File: src/gda_pkg.sv
// Shared types, constants and small helper functions for the Gregorian date advance block.
// No dependencies; gregorian_date_advance and its checker import this package.
package gda_pkg;

  // Field widths of the input and result items.
  localparam int unsigned YEAR_W  = 14;
  localparam int unsigned MONTH_W = 4;
  localparam int unsigned DAY_W   = 5;
  localparam int unsigned WD_W    = 3;
  localparam int unsigned YOE_W   = 9;

  // Result packing: year, month, day, weekday, padded to whole bytes.
  localparam int unsigned OUT_FIELDS_W = YEAR_W + MONTH_W + DAY_W + WD_W;
  localparam int unsigned OUT_DATA_W   = ((OUT_FIELDS_W + 7) / 8) * 8;

  // Calendar constants.
  localparam logic [YEAR_W-1:0]  EPOCH_YEAR    = 14'd1754;
  localparam logic [MONTH_W-1:0] MONTHS_IN_YR  = 4'd12;
  localparam logic [YOE_W-1:0]   ERA_YEARS     = 9'd400;
  localparam logic [YOE_W-1:0]   LAST_YOE      = 9'd399;
  localparam logic [YOE_W-1:0]   YEAR_LEN      = 9'd365;
  localparam logic [YOE_W-1:0]   LEAP_YEAR_LEN = 9'd366;
  localparam logic [DAY_W-1:0]   FEB_LEAP_LEN  = 5'd29;
  localparam logic [DAY_W-1:0]   MIN_MONTH_LEN = 5'd28;
  localparam logic [WD_W-1:0]    WEEK_DAYS     = 3'd7;
  // Every year that is a multiple of 400 starts on a Saturday (Monday is 0).
  localparam logic [WD_W-1:0]    ERA_WEEKDAY   = 3'd5;

  localparam logic [DAY_W-1:0] MONTH_DAYS [12] = '{
    5'd31, 5'd28, 5'd31, 5'd30, 5'd31, 5'd30,
    5'd31, 5'd31, 5'd30, 5'd31, 5'd30, 5'd31
  };

  // Leap rule on the year within its 400-year era.
  function automatic logic is_leap_yoe(input logic [YOE_W-1:0] yoe);
    logic century;
    century = (yoe == 9'd100) || (yoe == 9'd200) || (yoe == 9'd300);
    return (yoe[1:0] == 2'b00) && !century;
  endfunction

  // Length of a month; months outside 1..12 give the January length.
  function automatic logic [DAY_W-1:0] month_len(input logic [MONTH_W-1:0] m,
                                                 input logic leap);
    logic [MONTH_W-1:0] idx;
    idx = m - 4'd1;
    if (m == 4'd0 || m > MONTHS_IN_YR) begin
      return MONTH_DAYS[0];
    end
    if (m == 4'd2 && leap) begin
      return FEB_LEAP_LEN;
    end
    return MONTH_DAYS[idx];
  endfunction

  // Weekday plus a small step, modulo 7; both arguments are below 7.
  function automatic logic [WD_W-1:0] wd_add(input logic [WD_W-1:0] wd,
                                             input logic [WD_W-1:0] inc);
    logic [WD_W:0] s;
    s = {1'b0, wd} + {1'b0, inc};
    if (s >= {1'b0, WEEK_DAYS}) begin
      s = s - {1'b0, WEEK_DAYS};
    end
    return s[WD_W-1:0];
  endfunction

endpackage

File: src/gda_step_unit.sv
// Shared add/subtract-and-compare unit used by the date sequencer for its add and subtract steps.
// Depends on nothing but its width parameter.
module gda_step_unit #(
  parameter int unsigned W = 22
) (
  input  logic [W-1:0] a_i,
  input  logic [W-1:0] b_i,
  input  logic         sub_i,
  output logic [W-1:0] res_o,
  output logic         carry_o
);

  logic [W:0] sum;
  logic [W:0] b_ext;

  // For a subtraction the carry out means a_i >= b_i.
  assign b_ext   = sub_i ? {1'b0, ~b_i} : {1'b0, b_i};
  assign sum     = {1'b0, a_i} + b_ext + {{W{1'b0}}, sub_i};
  assign res_o   = sum[W-1:0];
  assign carry_o = sum[W];

endmodule

File: src/gregorian_date_advance.sv
// Gregorian date advance: validates a date and walks it forward by a day count.
// The shared step unit takes one step a cycle.
// Throughput: one request at a time; the next is taken once the result is queued.
// Reset (rst_ni low, asynchronous) returns the sequencer to idle and drops a pending result.
// Depends on gda_pkg and gda_step_unit.
module gregorian_date_advance #(
  parameter int unsigned DAYS_WIDTH = 20
) (
  input  logic clk_i,
  input  logic rst_ni,
  // year [13:0], month [17:14], day [22:18], days_to_advance [DAYS_WIDTH+22:23], zero pad
  input  logic [((23 + DAYS_WIDTH + 7) / 8) * 8 - 1:0] s_axis_tdata_i,
  input  logic s_axis_tvalid_i,
  output logic s_axis_tready_o,
  // out_year [13:0], out_month [17:14], out_day [22:18], weekday [25:23], zero pad
  output logic [gda_pkg::OUT_DATA_W-1:0] m_axis_tdata_o,
  // bad_date [0]
  output logic m_axis_tuser_o,
  output logic m_axis_tvalid_o,
  input  logic m_axis_tready_i
);
  import gda_pkg::*;

  localparam int unsigned IN_POS_N = YEAR_W + MONTH_W + DAY_W;
  // Running day offset: day count plus up to a year's worth of days.
  localparam int unsigned TW = (DAYS_WIDTH + 2 > YEAR_W) ? DAYS_WIDTH + 2 : YEAR_W;

  typedef enum logic [3:0] {
    ST_IDLE,
    ST_MOD400,
    ST_WEEK,
    ST_CHECK,
    ST_MONACC,
    ST_YEAR,
    ST_MONTH,
    ST_DAYMOD,
    ST_FIN
  } state_e;

  state_e                 state_q;
  logic [TW-1:0]          t_q;
  logic [DAYS_WIDTH-1:0]  n_q;
  logic [YEAR_W-1:0]      year_q;
  logic [MONTH_W-1:0]     mon_q;
  logic [DAY_W-1:0]       day_q;
  logic [YOE_W-1:0]       yoe_q;
  logic [YOE_W-1:0]       idx_q;
  logic [WD_W-1:0]        wd_q;
  logic                   bad_q;
  logic                   out_valid_q;
  logic [OUT_DATA_W-1:0]  out_data_q;
  logic                   out_bad_q;

  logic [YEAR_W-1:0]      in_year;
  logic [MONTH_W-1:0]     in_month;
  logic [DAY_W-1:0]       in_day;
  logic [DAYS_WIDTH-1:0]  in_days;

  logic                   leap_cur;
  logic                   leap_idx;
  logic [MONTH_W-1:0]     mlen_month;
  logic [DAY_W-1:0]       mlen;
  logic [YOE_W-1:0]       ylen;
  logic [TW-1:0]          op_b;
  logic                   op_sub;
  logic [TW-1:0]          step_res;
  logic                   step_ge;
  logic                   slot_free;

  // Unpack the request.
  assign in_year  = s_axis_tdata_i[YEAR_W-1:0];
  assign in_month = s_axis_tdata_i[YEAR_W+MONTH_W-1:YEAR_W];
  assign in_day   = s_axis_tdata_i[IN_POS_N-1:YEAR_W+MONTH_W];
  assign in_days  = s_axis_tdata_i[IN_POS_N+DAYS_WIDTH-1:IN_POS_N];

  // Calendar lookups for the current step.
  assign leap_cur   = is_leap_yoe(yoe_q);
  assign leap_idx   = is_leap_yoe(idx_q);
  assign mlen_month = (state_q == ST_MONACC) ? idx_q[MONTH_W-1:0] : mon_q;
  assign mlen       = month_len(mlen_month, leap_cur);
  assign ylen       = leap_cur ? LEAP_YEAR_LEN : YEAR_LEN;

  // Operand select for the shared step unit.
  always_comb begin
    op_sub = 1'b1;
    case (state_q)
      ST_MOD400: op_b = TW'(ERA_YEARS);
      ST_MONACC: begin
        op_b   = TW'(mlen);
        op_sub = 1'b0;
      end
      ST_YEAR:   op_b = TW'(ylen);
      ST_MONTH:  op_b = TW'(mlen);
      ST_DAYMOD: op_b = TW'(WEEK_DAYS);
      default:   op_b = '0;
    endcase
  end

  gda_step_unit #(.W(TW)) u_step (
    .a_i     (t_q),
    .b_i     (op_b),
    .sub_i   (op_sub),
    .res_o   (step_res),
    .carry_o (step_ge)
  );

  assign slot_free = !out_valid_q || m_axis_tready_i;

  // Sequencer and result register.
  always_ff @(posedge clk_i or negedge rst_ni) begin
    if (!rst_ni) begin
      state_q     <= ST_IDLE;
      t_q         <= '0;
      n_q         <= '0;
      year_q      <= '0;
      mon_q       <= '0;
      day_q       <= '0;
      yoe_q       <= '0;
      idx_q       <= '0;
      wd_q        <= '0;
      bad_q       <= 1'b0;
      out_valid_q <= 1'b0;
      out_data_q  <= '0;
      out_bad_q   <= 1'b0;
    end else begin
      if (m_axis_tready_i) begin
        out_valid_q <= 1'b0;
      end
      case (state_q)
        // Take a request and screen the year and month ranges.
        ST_IDLE: begin
          if (s_axis_tvalid_i) begin
            year_q <= in_year;
            mon_q  <= in_month;
            day_q  <= in_day;
            n_q    <= in_days;
            t_q    <= TW'(in_year);
            if (in_year < EPOCH_YEAR || in_month == '0 || in_month > MONTHS_IN_YR) begin
              bad_q   <= 1'b1;
              state_q <= ST_FIN;
            end else begin
              bad_q   <= 1'b0;
              state_q <= ST_MOD400;
            end
          end
        end
        // Reduce the year to its place within the 400-year era.
        ST_MOD400: begin
          if (step_ge) begin
            t_q <= step_res;
          end else begin
            yoe_q   <= t_q[YOE_W-1:0];
            idx_q   <= '0;
            wd_q    <= ERA_WEEKDAY;
            state_q <= ST_WEEK;
          end
        end
        // Walk from the era start to find the weekday of 1 January.
        ST_WEEK: begin
          if (idx_q == yoe_q) begin
            state_q <= ST_CHECK;
          end else begin
            wd_q  <= wd_add(wd_q, leap_idx ? 3'd2 : 3'd1);
            idx_q <= idx_q + 9'd1;
          end
        end
        // Check the day against the month length, then seed the offset.
        ST_CHECK: begin
          if (day_q == '0 || day_q > mlen) begin
            bad_q   <= 1'b1;
            state_q <= ST_FIN;
          end else begin
            t_q     <= TW'(n_q) + TW'(day_q - 5'd1);
            idx_q   <= 9'd1;
            state_q <= ST_MONACC;
          end
        end
        // Add the lengths of the months before the starting month.
        ST_MONACC: begin
          if (idx_q[MONTH_W-1:0] == mon_q) begin
            mon_q   <= 4'd1;
            state_q <= ST_YEAR;
          end else begin
            t_q   <= step_res;
            idx_q <= idx_q + 9'd1;
          end
        end
        // Skip whole years while the offset covers the current one.
        ST_YEAR: begin
          if (step_ge) begin
            t_q    <= step_res;
            year_q <= year_q + 14'd1;
            yoe_q  <= (yoe_q == LAST_YOE) ? '0 : yoe_q + 9'd1;
            wd_q   <= wd_add(wd_q, leap_cur ? 3'd2 : 3'd1);
          end else begin
            state_q <= ST_MONTH;
          end
        end
        // Skip whole months of the final year.
        ST_MONTH: begin
          if (step_ge) begin
            t_q   <= step_res;
            mon_q <= mon_q + 4'd1;
            wd_q  <= wd_add(wd_q, WD_W'(mlen - MIN_MONTH_LEN));
          end else begin
            day_q   <= t_q[DAY_W-1:0] + 5'd1;
            state_q <= ST_DAYMOD;
          end
        end
        // Fold the day within the month into the weekday.
        ST_DAYMOD: begin
          if (step_ge) begin
            t_q <= step_res;
          end else begin
            wd_q    <= wd_add(wd_q, t_q[WD_W-1:0]);
            state_q <= ST_FIN;
          end
        end
        // Hand the result to the output register once it is free.
        ST_FIN: begin
          if (slot_free) begin
            out_valid_q <= 1'b1;
            out_bad_q   <= bad_q;
            if (bad_q) begin
              out_data_q <= '0;
            end else begin
              out_data_q <= OUT_DATA_W'({wd_q, day_q, mon_q, year_q});
            end
            state_q <= ST_IDLE;
          end
        end
        default: state_q <= ST_IDLE;
      endcase
    end
  end

  assign s_axis_tready_o = (state_q == ST_IDLE);
  assign m_axis_tvalid_o = out_valid_q;
  assign m_axis_tdata_o  = out_data_q;
  assign m_axis_tuser_o  = out_bad_q;

endmodule

File: config.mk
export PLATFORM = sky130hd
export DESIGN_NAME = gregorian_date_advance
export DESIGN_NICKNAME = d
export VERILOG_FILES = /design/src/gda_pkg.sv /design/src/gda_step_unit.sv /design/src/gregorian_date_advance.sv
export SDC_FILE = /design/constraint.sdc
export NUM_CORES = 1
export LEC_CHECK = 0
export BUFFER_PORTS_ARGS = -buffer_cell sky130_fd_sc_hd__buf_2
export CAP_MARGIN = 20
export CORE_MARGIN = 2
export CORE_UTILIZATION = 60
export DETAILED_ROUTE_END_ITERATION = 12
export PLACE_DENSITY = 0.81
export SLEW_MARGIN = 30
export SYNTH_ARGS = -nofsm -noshare
export SYNTH_HDL_FRONTEND = slang
export SYNTH_SLANG_ARGS = --single-unit
File: constraint.sdc
create_clock -name clk_i -period 5.6 [get_ports clk_i]
set_input_delay 0.28 -clock clk_i [delete_from_list [all_inputs] [get_ports clk_i]]
set_output_delay 0.28 -clock clk_i [all_outputs]
set_load 0.01 [all_outputs]
; ---- After elaboration in Yosys (flattened, before gate mapping)
; Memory sizes are Yosys's and may differ from the RTL's.
; Cells that the tools add are included.
[op_classes]
addsub = 19
n_mux = 69
order_cmp = 9
eq_ne = 33
reduce_logical = 42
bitwise_logic = 2
[ops]
columns = operator, n
row1 = 22-bit two-way mux, 5
row2 = 22-bit one-hot mux with 4 select lines, 1
row3 = 9-bit one-hot mux with 4 select lines, 2
row4 = 9-bit two-way mux, 7
row5 = 4-bit two-way mux, 14
row6 = 5-bit two-way mux, 8
row7 = 4-bit one-hot mux with 9 select lines, 1
row8 = 14-bit two-way mux, 2
row9 = 14-bit one-hot mux with 2 select lines, 1
row10 = 9-bit == test (second input constant), 3
row11 = 3-bit two-way mux, 9
row12 = 26-bit two-way mux, 1
row13 = 22-bit by 23-bit adder with 23-bit output, 1
row14 = 23-bit by 1-bit adder with 23-bit output, 1
row15 = 21-bit by 6-bit adder with 22-bit output, 1
row16 = 2-bit inequality test (second input constant), 11
row17 = 9-bit NOT with 22-bit output, 1
row18 = 9-bit by 1-bit adder with 9-bit output (second input constant), 2
row19 = 9-bit by 7-bit == test with 1-bit output (second input constant), 2
row20 = 9-bit by 8-bit == test with 1-bit output (second input constant), 2
row21 = 9-bit one-hot mux with 2 select lines, 1
row22 = 4-bit by 3-bit == test with 1-bit output (second input constant), 4
row23 = 4-bit by 3-bit >= comparator with 1-bit output (second input constant), 4
row24 = 3-bit one-hot mux with 5 select lines, 1
row25 = other kinds (42), 89
[totals]
wordCells = 188
reg_bits = 125
mem_count = 1
input_bits = 52
output_inout_bits = 35
rom_bits = 80
[mem_list]
columns = memory, depth, width, read_ports, rd_clocked_by_memory_dff, wr, line_no
row1 = (no name shown), 16, 5, 1, 0, 0, gda_pkg.sv:52  ; return MONTH_DAYS[idx];

; ---- Longest topological paths before layout
; Gate-level depths: netlist of the first run.
[depth]
depth_word = 17
depth_mapped = 20
ltp_nobuf = 17

; ---- Cells and area by module
; A second synthesis of the first run with hierarchy kept.
[hier_totals]
hier_cells = 1213
hier_area_um2 = 9616.7
[by_module_without_submodules]
columns = module, cells_each, instances, seq_area_each_um2, area_each_um2
row1 = gregorian_date_advance, 1029, 1, 2977.9, 8247.9
row2 = gda_step_unit, 184, 1, 0.0, 1368.8

; ---- Worst setup path before layout of the first run
; Ideal clock, no wire load.
[synth_path]
path_kind = flip-flop to flip-flop
startpoint = register state_q[0]
endpoint = register t_q[21]
slack_ps = 1025
synth_period_minus_slack_ps = 4575
stages_incl_launch_ff = 19
required_ps = 5474
n_path_buf = 1
t_arrival_ps = 4449
setup_ps = 126
cell_sequence = dfrtp_1 buf_6 nor4b_4 inv_1 o311ai_0 o311ai_2 o21ai_2 and2_1 fa_1 a21oi_1 o21ai_0 a41oi_1 a21oi_1 a2111oi_2 o21ai_1 nor3_1 nor3_1 o221ai_1 o32a_1
[synth_between]
elab_chain_len = 16
elab_cells_between_ends = 43
cone_classes = add/sub (3) / order compare (2) / eq/ne (11) / mux (15) / bitwise (2) / reduce/logical (9) / memory (1)
[synth_rtl]
columns = element, line_no
row1 = from (decl), gregorian_date_advance.sv:40  ; state_e state_q;
row2 = from (signal assigned), gregorian_date_advance.sv:112  ; state_q <= ST_IDLE;
row3 = from (signal assigned), gregorian_date_advance.sv:140  ; state_q <= ST_FIN;
row4 = from (signal assigned), gregorian_date_advance.sv:143  ; state_q <= ST_MOD400;
row5 = 4-bit by 3-bit == test with 1-bit output, "gregorian_date_advance.sv:79, gregorian_date_advance.sv:86, gregorian_date_advance.sv:129"
row6 = 4-bit two-way mux, gregorian_date_advance.sv:79  ; assign mlen_month = (state_q == ST_MONACC) ? idx_q[MONTH_W-1:0] : mon_q;
row7 = 4-bit by 1-bit subtractor with 4-bit output, gda_pkg.sv:45  ; idx = m - 4'd1;
row8 = 4-bit NOT with 5-bit output (not written as such), gda_pkg.sv:52
row9 = memory 16 x 5 bit, --
row10 = 5-bit two-way mux (not written as such) (2 in series), gda_pkg.sv:52
row11 = 5-bit two-way mux, gda_pkg.sv:52
row12 = 5-bit two-way mux, gda_pkg.sv:49  ; if (m == 4'd2 && leap) begin
row13 = 9-bit one-hot mux with 4 select lines, gregorian_date_advance.sv:86  ; case (state_q)
row14 = 9-bit NOT with 22-bit output, gda_step_unit.sv:17  ; assign b_ext = sub_i ? {1'b0, ~b_i} : {1'b0, b_i};
row15 = 22-bit two-way mux, gda_step_unit.sv:17
row16 = 22-bit by 23-bit adder with 23-bit output, gda_step_unit.sv:18  ; assign sum = {1'b0, a_i} + b_ext + {{W{1'b0}}, sub_i};
row17 = 23-bit by 1-bit adder with 23-bit output, gda_step_unit.sv:18
row18 = "22-bit two-way mux, or another cell as far along", --
row19 = 22-bit one-hot mux with 4 select lines or 5-bit AND reduction (tied branches), --
row20 = to (signal assigned), gregorian_date_advance.sv:150  ; t_q <= step_res;
row21 = to (signal assigned), gregorian_date_advance.sv:191  ; t_q <= step_res;
row22 = to (signal assigned), gregorian_date_advance.sv:202  ; t_q <= step_res;
row23 = to (decl), gregorian_date_advance.sv:41  ; logic [TW-1:0] t_q;
; Several ways; a longest one is shown, not always the timed one. The select of a mux whose other input is x is not followed.
; A chain may end at the register's enable or synchronous reset.

; ---- Final worst setup path of the first run
[layout_path]
startpoint = register state_q[3]
endpoint = register yoe_q[8]
[layout_between]
elab_chain_len = 16
elab_cells_between_ends = 34
cone_classes = add/sub (3) / order compare (1) / eq/ne (8) / mux (13) / bitwise (2) / reduce/logical (6) / memory (1)
[layout_rtl]
columns = element, line_no
row1 = 4-bit by 3-bit == test with 1-bit output, "gregorian_date_advance.sv:79, gregorian_date_advance.sv:86"
row2 = 4-bit two-way mux, gregorian_date_advance.sv:79
row3 = 4-bit by 1-bit subtractor with 4-bit output, gda_pkg.sv:45
row4 = 4-bit NOT with 5-bit output (not written as such), gda_pkg.sv:52
row5 = memory 16 x 5 bit, --
row6 = 5-bit two-way mux (not written as such) (2 in series), gda_pkg.sv:52
row7 = 5-bit two-way mux, gda_pkg.sv:52
row8 = 5-bit two-way mux, gda_pkg.sv:49
row9 = 9-bit one-hot mux with 4 select lines, gregorian_date_advance.sv:86
row10 = 9-bit NOT with 22-bit output, gda_step_unit.sv:17
row11 = 22-bit two-way mux, gda_step_unit.sv:17
row12 = 22-bit by 23-bit adder with 23-bit output, gda_step_unit.sv:18
row13 = 23-bit by 1-bit adder with 23-bit output, gda_step_unit.sv:18
row14 = 2-bit by 1-bit inequality test with 1-bit output (no line) or 2-bit inequality test (tied branches), --
row15 = 3-bit AND reduction (no line), --
row16 = to (signal assigned), gregorian_date_advance.sv:152  ; yoe_q <= t_q[YOE_W-1:0];
row17 = to (signal assigned), gregorian_date_advance.sv:193  ; yoe_q <= (yoe_q == LAST_YOE) ? '0 : yoe_q + 9'd1;
row18 = to (decl), gregorian_date_advance.sv:46  ; logic [YOE_W-1:0] yoe_q;
; Several ways; a longest one is shown, not always the timed one. The select of a mux whose other input is x is not followed.

==> flow_summary.json, run 1 <==
{
  "status": "completed",
  "fin_crit_sh_pct": 89.2,
  "clk_latency_ns": 0.43,
  "cts_buffer_depth": 2,
  "tightestPinTransition_ns": 0.852,
  "layoutNonFillerInstCount": 1357,
  "wl_per_cell_um": 17.7,
  "place_area_um2": 9720,
  "final_common_cell": "dfrtp_1",
  "clk_pin_slew_ns": 0.06,
  "synth_area_um2": 9140,
  "yosys_warnings": 0,
  "worstPathMaxFanout": 10,
  "synthXorXnorAreaFrac_pct": 6.81,
  "drt_iter0_drc": 902,
  "antenna_found_initial": 0,
  "wirelength_um": 24100,
  "final_cell_mix": "dfrtp_1 (119), nor2_1 (108), nand2_1 (102)",
  "dp_cells": 1325,
  "grt_pass1_wl_um": 39600,
  "synthDistinctLibCells": 72,
  "required_ns": 5.91,
  "io_buffers": 75,
  "firstDrtPassIters": 6,
  "hold_viol": 0,
  "fin_area_um2": 10300,
  "synth_compound_area_share_pct": 22.3,
  "initial_utilization_pct": 60.8,
  "finalSetupViolations": 0,
  "r2r.worst_path.cells": 16,
  "via_per_inst": 6.32,
  "num_rows": 45,
  "synth_area_leaders": "dfrtp_1 (33%), ha_1 (9.0%), a21oi_1 (5.5%)",
  "fmax_mhz": 200,
  "die_y_um": 127,
  "syn_area_per_cell_um2": 8.41,
  "synth_top_flop_cell": "dfrtp_1",
  "cp_data_arrival_time_ns": 5.30,
  "place.gp.congestion": 0.964,
  "cts_sinks": 119,
  "final_antenna_net_count": 0,
  "postSynthCellCount": 1087,
  "dp_hpwl_um": 17100,
  "cts_tree": "built",
  "ctsResizeCount": 0,
  "ys_async_sr_fraction_pct": 100,
  "hold_depth": 2,
  "drv_slew": 0,
  "skew_ns": 0.0109,
  "core_area_um2": 15000,
  "synth_top_family_by_area": "compound AO/OA/AOI/OAI gates",
  "fin_crit_ns": 5.00,
  "io_pins": 87,
  "rsz0062_at_grt": "no",
  "synth-adder-area-share_pct": 10.4,
  "cts-htree-levels": 4,
  "dieWidth_um": 127,
  "grt_start_max_net_pins": 69,
  "endpoint_kind": "flip-flop",
  "area_delta_synth_final_pct": 13.1,
  "grt_usage_pct": 30.4,
  "min_path_type": "in2reg",
  "root_buffer": "clkbuf_16",
  "postCtsSetupRepairBufs": 0,
  "synth_top_area_share_pct": 32.6,
  "critPathLaunchType": "flip-flop",
  "diodes": 0,
  "finalNetCount": 1281,
  "yosysTopAreaCell": "dfrtp_1",
  "drc_errors": 0,
  "synth_seq_cells": 119,
  "grt_pass1_vias": 8186,
  "die_area_um2": 16200,
  "synth_edf_count": 0,
  "cts_buffers": 17,
  "synthMuxAreaShare_pct": 3.88,
  "grt.overflow.total": 0,
  "vias": 8575,
  "slew_headroom_pct": 43.2,
  "crit_type": "reg2reg",
  "maxCapViolations": 0,
  "synthSimpleGateAreaFrac_pct": 19.9,
  "fin_setup_tns_ns": 0,
  "ys_seq_area_share_pct": 32.6,
  "final_layout_size_suffix_gt1_share_pct": 14.5
}
==> worst max-delay path, stage by stage, from the launching register on <==
cell	delay [ns]
dfrtp_1	0.40
nor4b_4	0.50
mux2i_1	0.59
xnor2_1	0.18
o221ai_1	0.22
fa_1	0.49
a21oi_1	0.18
o21ai_0	0.16
a41oi_1	0.32
a21oi_1	0.13
a2111oi_2	0.47
o21ai_1	0.25
xnor2_1	0.18
nand3_1	0.26
buf_4	0.27
o21ai_0	0.17
o21ai_0	0.10
==> sequential cells by signal (all words and copies together), names as in the netlist, 3 cells and up <==
signal and count:
year_q 14, mon_q 4, day_q 5, m_axis_tdata_o 26
idx_q 9, yoe_q 9, n_q 20, t_q 22
state_q 4, wd_q 3
==> synth_stat cells (all sizes together) (3+ instances only) <==
cell type / instances
dfrtp: 119
nor2: 108
nand2: 103
a21oi: 101
o21ai: 95
ha: 66
clkbuf: 42
inv: 38
xor2: 37
xnor2: 34
nand2b: 29
nand3: 29
mux2: 27
a21o: 24
and3: 18
nor3: 18
a31oi: 16
a22oi: 13
nor2b: 13
o22ai: 12
buf: 11
nor3b: 11
o31ai: 10
a221oi: 8
nand3b: 7
nand4: 7
fa: 6
mux2i: 5
nor4b: 5
o211ai: 5
a211oi: 4
a2bb2oi: 4
and2: 4
nor4: 4
o21a: 4
o21bai: 4
o221ai: 4
o311ai: 4
a21boi: 3
or3: 3
or4: 3
==> logic make-up after synthesis <==
| family | Yosys count |
|---|---|
| and+or+nand+nor | 372 |
| buffers and inverters | 92 |
| AOI/OAI and AO/OA | 328 |
| xor gates and xnor gates | 71 |
| adders and majority gates | 72 |
| DFF | 119 |
| muxes | 32 |
| other | 1 |
==> area by class of cell <==
cell class | count | area, um2
fill | 1191 | 4700
sequential | 119 | 2980
multi-input combinational | 881 | 5810
timing repair buffer | 99 | 564
clock buffer | 19 | 453
inverter | 39 | 146
clock inverter | 12 | 143
tap | 188 | 235
==> repair_timing <==
item                       4_1_cts  5_1_grt
hold endpoints to repair         0       67
setup endpoints to repair        0        0
hold buffers                     0        1
==> metal layers <==
metal | share of wire, % | wire length [um] | track usage [%] | up-vias
met5 | 0 | 0 | 0 | -
met4 | 2.7 | 661 | 11.8 | 0
met3 | 7.0 | 1680 | 5.86 | 59
met2 | 48 | 11600 | 50.6 | 362
met1 | 42 | 10100 | 39.4 | 4098
li1 | - | - | - | 4056
==> final timing paths <==
check                              startpoint            endpoint  slack, ns
min in group asynchronous              rst_ni   m_axis_tdata_o[9]       0.42
setup reg to reg                   state_q[3]            yoe_q[8]       0.60
setup / recovery                   state_q[3]            yoe_q[8]       0.60
hold reg to reg            m_axis_tdata_o[22]  m_axis_tdata_o[22]       0.47
hold / removal             s_axis_tdata_i[41]             n_q[18]       0.07
max in group asynchronous              rst_ni            mon_q[1]       4.06
==> metrics by stage <==
stage               hold slack (ns)  worst slack (ns)  util, %
floorplan                   -0.0156              1.02        -
global placement              0.456             0.735     64.7
detailed placement            0.459             0.694     64.7
CTS                         0.00615             0.670     68.6
global route                 0.0718            0.0814     68.7
finish                       0.0716             0.605     68.7
Power of run 1 is not shown: default switching activity piles up to over one toggle a cycle in this logic, so the estimate is an artifact.
==> run 2, diff against run 1 <==
==> constraint.sdc (replaced) <==
create_clock -name clk_i -period 5.6 [get_ports clk_i]
set_input_delay 0 -clock clk_i [delete_from_list [all_inputs] [get_ports clk_i]]
set_output_delay 0 -clock clk_i [all_outputs]
set_load 0.01 [all_outputs]
==> flow_summary.json, run 2 (synthesis gave the netlist of run 1 again) <==
{
  "status": "finished, violations left",
  "violations": "hold timing",
  "cts_buffer_depth": 2,
  "firstDrtPassIters": 5,
  "met2_usage_pct": 54.4,
  "hold_slack_ns": -0.00125,
  "via_per_inst": 6.26,
  "slew_headroom_pct": 43.8,
  "crit_type": "reg2reg",
  "num_rows": 45,
  "drc_errors": 0,
  "dp_hpwl_um": 17400,
  "cp-startpoint": "state_q[3]",
  "dieWidth_um": 127,
  "grt_usage_pct": 32.0,
  "fin_crit_ns": 5.05,
  "final_antenna_net_count": 0,
  "required_ns": 5.91,
  "final-seq-area_um2": 2980,
  "grt.overflow.total": 0,
  "hold_viol": 1,
  "cp_data_arrival_time_ns": 5.36,
  "place.gp.congestion": 0.930,
  "slowest_stage": "mux2i_1",
  "fillCellCount": 1124,
  "finalSetupViolations": 0,
  "r2r_start": "state_q[3]",
  "final_cell_mix": "dfrtp_1 (119), nor2_1 (108), nand2_1 (102)",
  "core_area_um2": 15000,
  "r2r.worst_path.cells": 14,
  "die_y_um": 127,
  "grt_pass1_vias": 8488,
  "setup.worst_path.end": "day_q[2]",
  "critPathLaunchType": "flip-flop",
  "maxCapViolations": 0,
  "die_area_um2": 16200,
  "multiInputGateArea_um2": 5810,
  "rrSetupSlack_ns": 0.55,
  "skew_ns": 0.00922,
  "drt_iter0_drc": 792,
  "finalNetCount": 1322,
  "root_buffer": "clkbuf_16",
  "vias": 8758,
  "io_pins": 87,
  "cts_tree": "built",
  "worstPathMaxFanout": 7,
  "wl_per_cell_um": 18.0,
  "endpoint_kind": "flip-flop",
  "crit_chain": "nor4b_4, mux2i_1, xnor2_1, o221ai_1, fa_1, a21oi_1, o21ai_0, a41oi_1, a21oi_1, a2111oi_2, o21ai_1, buf_4, o21ai_1, mux2_2",
  "fmax_mhz": 198,
  "grtUsageMet1_pct": 41.0,
  "cts_buffers": 17,
  "io_buffers": 75,
  "cts_sinks": 119,
  "clk_latency_ns": 0.43,
  "initial_utilization_pct": 60.8,
  "clk_pin_slew_ns": 0.06,
  "largest_reg_flops": 26,
  "wirelength_um": 25200,
  "ctsResizeCount": 0,
  "area_delta_synth_final_pct": 18.0,
  "grtUsageMet3_pct": 4.98,
  "min_path_type": "in2reg",
  "rsz0062_at_grt": "no",
  "antenna_found_initial": 0,
  "cts-htree-levels": 4,
  "diodes": 0,
  "slowest_delay_ns": 0.59,
  "reg2reg_to": "day_q[2]",
  "drv_slew": 0,
  "final_common_cell": "dfrtp_1",
  "fin_setup_tns_ns": 0,
  "busiest_layer": "met2",
  "grt_start_max_net_pins": 72,
  "final_layout_size_suffix_gt1_share_pct": 14.0,
  "tightestPinTransition_ns": 0.842,
  "grt_pass1_wl_um": 41500,
  "fin_crit_sh_pct": 90.2
}
[run 2: changes by cell type in the layout (fill, tap and decap cells not counted)]
cell           previous run  this run
dlygate4sd3_1             1        43
clkinvlp_4                4         2
inv_8                     0         2
buf_4                    23        22
bufinv_16                 2         3
clkbuf_8                  2         1
clkinv_4                  2         3
[run 2: worst min path at each step]
stage | start | end | slack [ns] | cells after the start
2_1_floorplan | rst_ni | bad_q | -0.30 | 0
3_3_place_gp | rst_ni | n_q[8] | 0.17 | 1
3_5_place_dp | rst_ni | n_q[8] | 0.17 | 1
4_1_cts | s_axis_tdata_i[22] | day_q[4] | 0.009 | 4
5_1_grt | s_axis_tdata_i[22] | day_q[4] | 0.02 | 4
6_report | s_axis_tdata_i[22] | day_q[4] | -0.001 | 4
[run 2: area by class of cell]
cell class	count	area share, %
multi-input cells	881	53.9
repair buffers	140	9.07
flip-flops and latches	119	27.6
inverters	39	1.36
clock buffers	18	4.07
clock inverters	14	1.75
well taps	188	2.18
[run 2: worst max-delay path, delay by kind of cell, from the launching register on]
kind                       cells  cell delay [ns]
AOI/OAI and AO/OA              8             2.18
xor gates and xnor gates       1             0.19
adders and majority gates      1             0.48
buffers and inverters          1             0.22
DFF                            1             0.40
muxes                          2             1.00
and+or+nand+nor                1             0.46
[run 2: metal layers]
metal / wire length (um) / part of all wire [%]
met1: 10400 / 41
met2: 12300 / 49
met3: 1620 / 6.4
met4: 837 / 3.3
met5: 0 / 0
[run 2: what timing repair did]
item / 4_1_cts / 5_1_grt
buffers inserted: 0 / 0
hold buffers: 43 / 0
hold endpoints to repair: 124 / 0
[run 2: per-stage QoR]
stage	utilization, %	std cells	instance area (um2)	worst slack (ns)	hold slack (ns)
2_1_floorplan	-	1092	9160	1.02	-0.296
3_3_place_gp	64.6	1324	9710	0.728	0.172
3_5_place_dp	64.6	1324	9720	0.733	0.170
4_1_cts	71.7	1399	10800	0.646	0.00931
5_1_grt	71.7	1399	10800	0.223	0.0192
6_report	71.7	1399	10800	0.550	-0.00125
Power of run 2 is left out for the same reason.
==> run 3, diff against run 2 <==
CORE_UTILIZATION = 50   (was 60)
PLACE_DENSITY = 0.69   (was 0.81)
SETUP_SLACK_MARGIN = 0.15   (was default)
clock period = 6.55 ns   (was 5.6 ns; I/O delays follow)
==> flow_summary.json, run 3 (synthesis gave the netlist of run 1 again) <==
{
  "cts-htree-levels": 4,
  "num_rows": 49,
  "place.gp.congestion": 0.950,
  "required_ns": 6.84,
  "grt_usage_pct": 25.7,
  "postCtsSetupRepairBufs": 0,
  "critPathLaunchType": "flip-flop",
  "fillCellCount": 1587,
  "core_area_um2": 18000,
  "maxCapViolations": 0,
  "final_common_cell": "dfrtp_1",
  "skew_ns": 0.0105,
  "slew_headroom_pct": 40.9,
  "area_delta_synth_final_pct": 17.6,
  "hold_depth": 4,
  "met2_length_um": 11400,
  "cts_buffers": 17,
  "diodes": 0,
  "cts_buffer_depth": 2,
  "cp_data_arrival_time_ns": 5.75,
  "min_from": "s_axis_tdata_i[14]",
  "die_area_um2": 19400,
  "wl_per_cell_um": 17.1,
  "clk_latency_ns": 0.43,
  "io_pins": 87,
  "r2r.worst_path.cells": 18,
  "dp_hpwl_um": 17400,
  "hold_path_end": "mon_q[0]",
  "initial_utilization_pct": 50.9,
  "final_cell_mix": "dfrtp_1 (119), nor2_1 (108), nand2_1 (102)",
  "drt_iter0_drc": 740,
  "largest_reg_flops": 26,
  "dr_wl_met3_um": 1040,
  "finalNetCount": 1315,
  "root_buffer": "clkbuf_16",
  "grt_pass1_vias": 8091,
  "dieWidth_um": 139,
  "grt.overflow.total": 0,
  "drc_errors": 0,
  "hold_viol": 0,
  "endpoint_kind": "flip-flop",
  "r2r_start": "state_q[0]",
  "finalSetupViolations": 0,
  "die_y_um": 139,
  "fin_crit_sh_pct": 83.4,
  "final-seq-area_um2": 2980,
  "fin_crit_ns": 5.46,
  "tightestPinTransition_ns": 0.886,
  "status": "completed",
  "worstPathMaxFanout": 19,
  "drv_slew": 0,
  "final_layout_size_suffix_gt1_share_pct": 13.4,
  "multiInputGateArea_um2": 5810,
  "io_buffers": 75,
  "rrSetupSlack_ns": 1.09,
  "antenna_found_initial": 0,
  "min_path_type": "in2reg",
  "fmax_mhz": 183,
  "cts_tree": "built",
  "firstDrtPassIters": 6,
  "highest_layer": "met4",
  "wl_met1_um": 11400,
  "via_per_inst": 5.89,
  "fin_setup_tns_ns": 0,
  "vias": 8438,
  "rsz0062_at_grt": "no",
  "grt_pass1_wl_um": 40500,
  "clk_pin_slew_ns": 0.06,
  "grt_start_max_net_pins": 62,
  "final_antenna_net_count": 0,
  "cts_sinks": 119,
  "crit_type": "reg2reg",
  "reg2reg_to": "yoe_q[1]",
  "wirelength_um": 24500
}
[run 3: cell type report]
cell class	instances	share of cell area, %
Tap cell	229	2.67
Inverter	39	1.36
Sequential cell	119	27.7
Clock buffer	18	3.99
Clock inverter	14	1.55
Multi-Input combinational cell	881	54.1
Timing Repair Buffer	133	8.60
[run 3: repair_timing]
action / in CTS / in global routing
hold endpoints to repair: 115 / 0
hold buffers: 44 / 0
setup endpoints to repair: 0 / 0
gates resized for setup: 0 / 0
[run 3: worst max path at each step]
stage,startpoint,end,slack [ns],cells after the start
4_1_cts,state_q[0],yoe_q[1],1.12,18
3_3_place_gp,state_q[0],yoe_q[1],1.22,18
5_1_grt,state_q[0],yoe_q[1],0.72,18
3_5_place_dp,state_q[0],yoe_q[1],1.18,18
6_report,state_q[0],yoe_q[1],1.09,18
2_1_floorplan,state_q[0],t_q[21],1.97,18
[run 3: per-stage QoR]
step           instance area [um2]  util [%]  std cells  setup slack [ns]  hold slack, ns
2_1_floorplan                 9160         -       1092              1.97          -0.296
3_5_place_dp                  9710      54.0       1357              1.18           0.154
5_1_grt                      10700      59.8       1433             0.723           0.123
3_3_place_gp                  9700      54.0       1357              1.22           0.151
4_1_cts                      10700      59.8       1433              1.12          0.0423
6_report                     10700      59.8       1433              1.09          0.0547
[run 3: critical path, cell delays in order (launching register included)]
cell and delay (ns):
dfrtp_1 0.37, buf_4 0.21, nor4b_4 0.46, mux2i_1 0.24, o311ai_2 0.49, o21ai_2 0.18, and2_1 0.22, fa_1 0.40
a21oi_1 0.18, o21ai_0 0.17, a41oi_1 0.34, a21oi_1 0.13, a2111oi_2 0.57, o21ai_1 0.14, buf_4 0.20, xnor2_1 0.13
nand3_1 0.43, a221oi_1 0.38, a21oi_1 0.07
[run 3: metal layers]
layer | GRT usage (%) | vias up
li1 | - | 4125
met4 | 8.98 | 0
met2 | 41.7 | 231
met3 | 3.97 | 53
met1 | 35.1 | 4029
met5 | 0 | -
Power of run 3 is left out for the same reason.
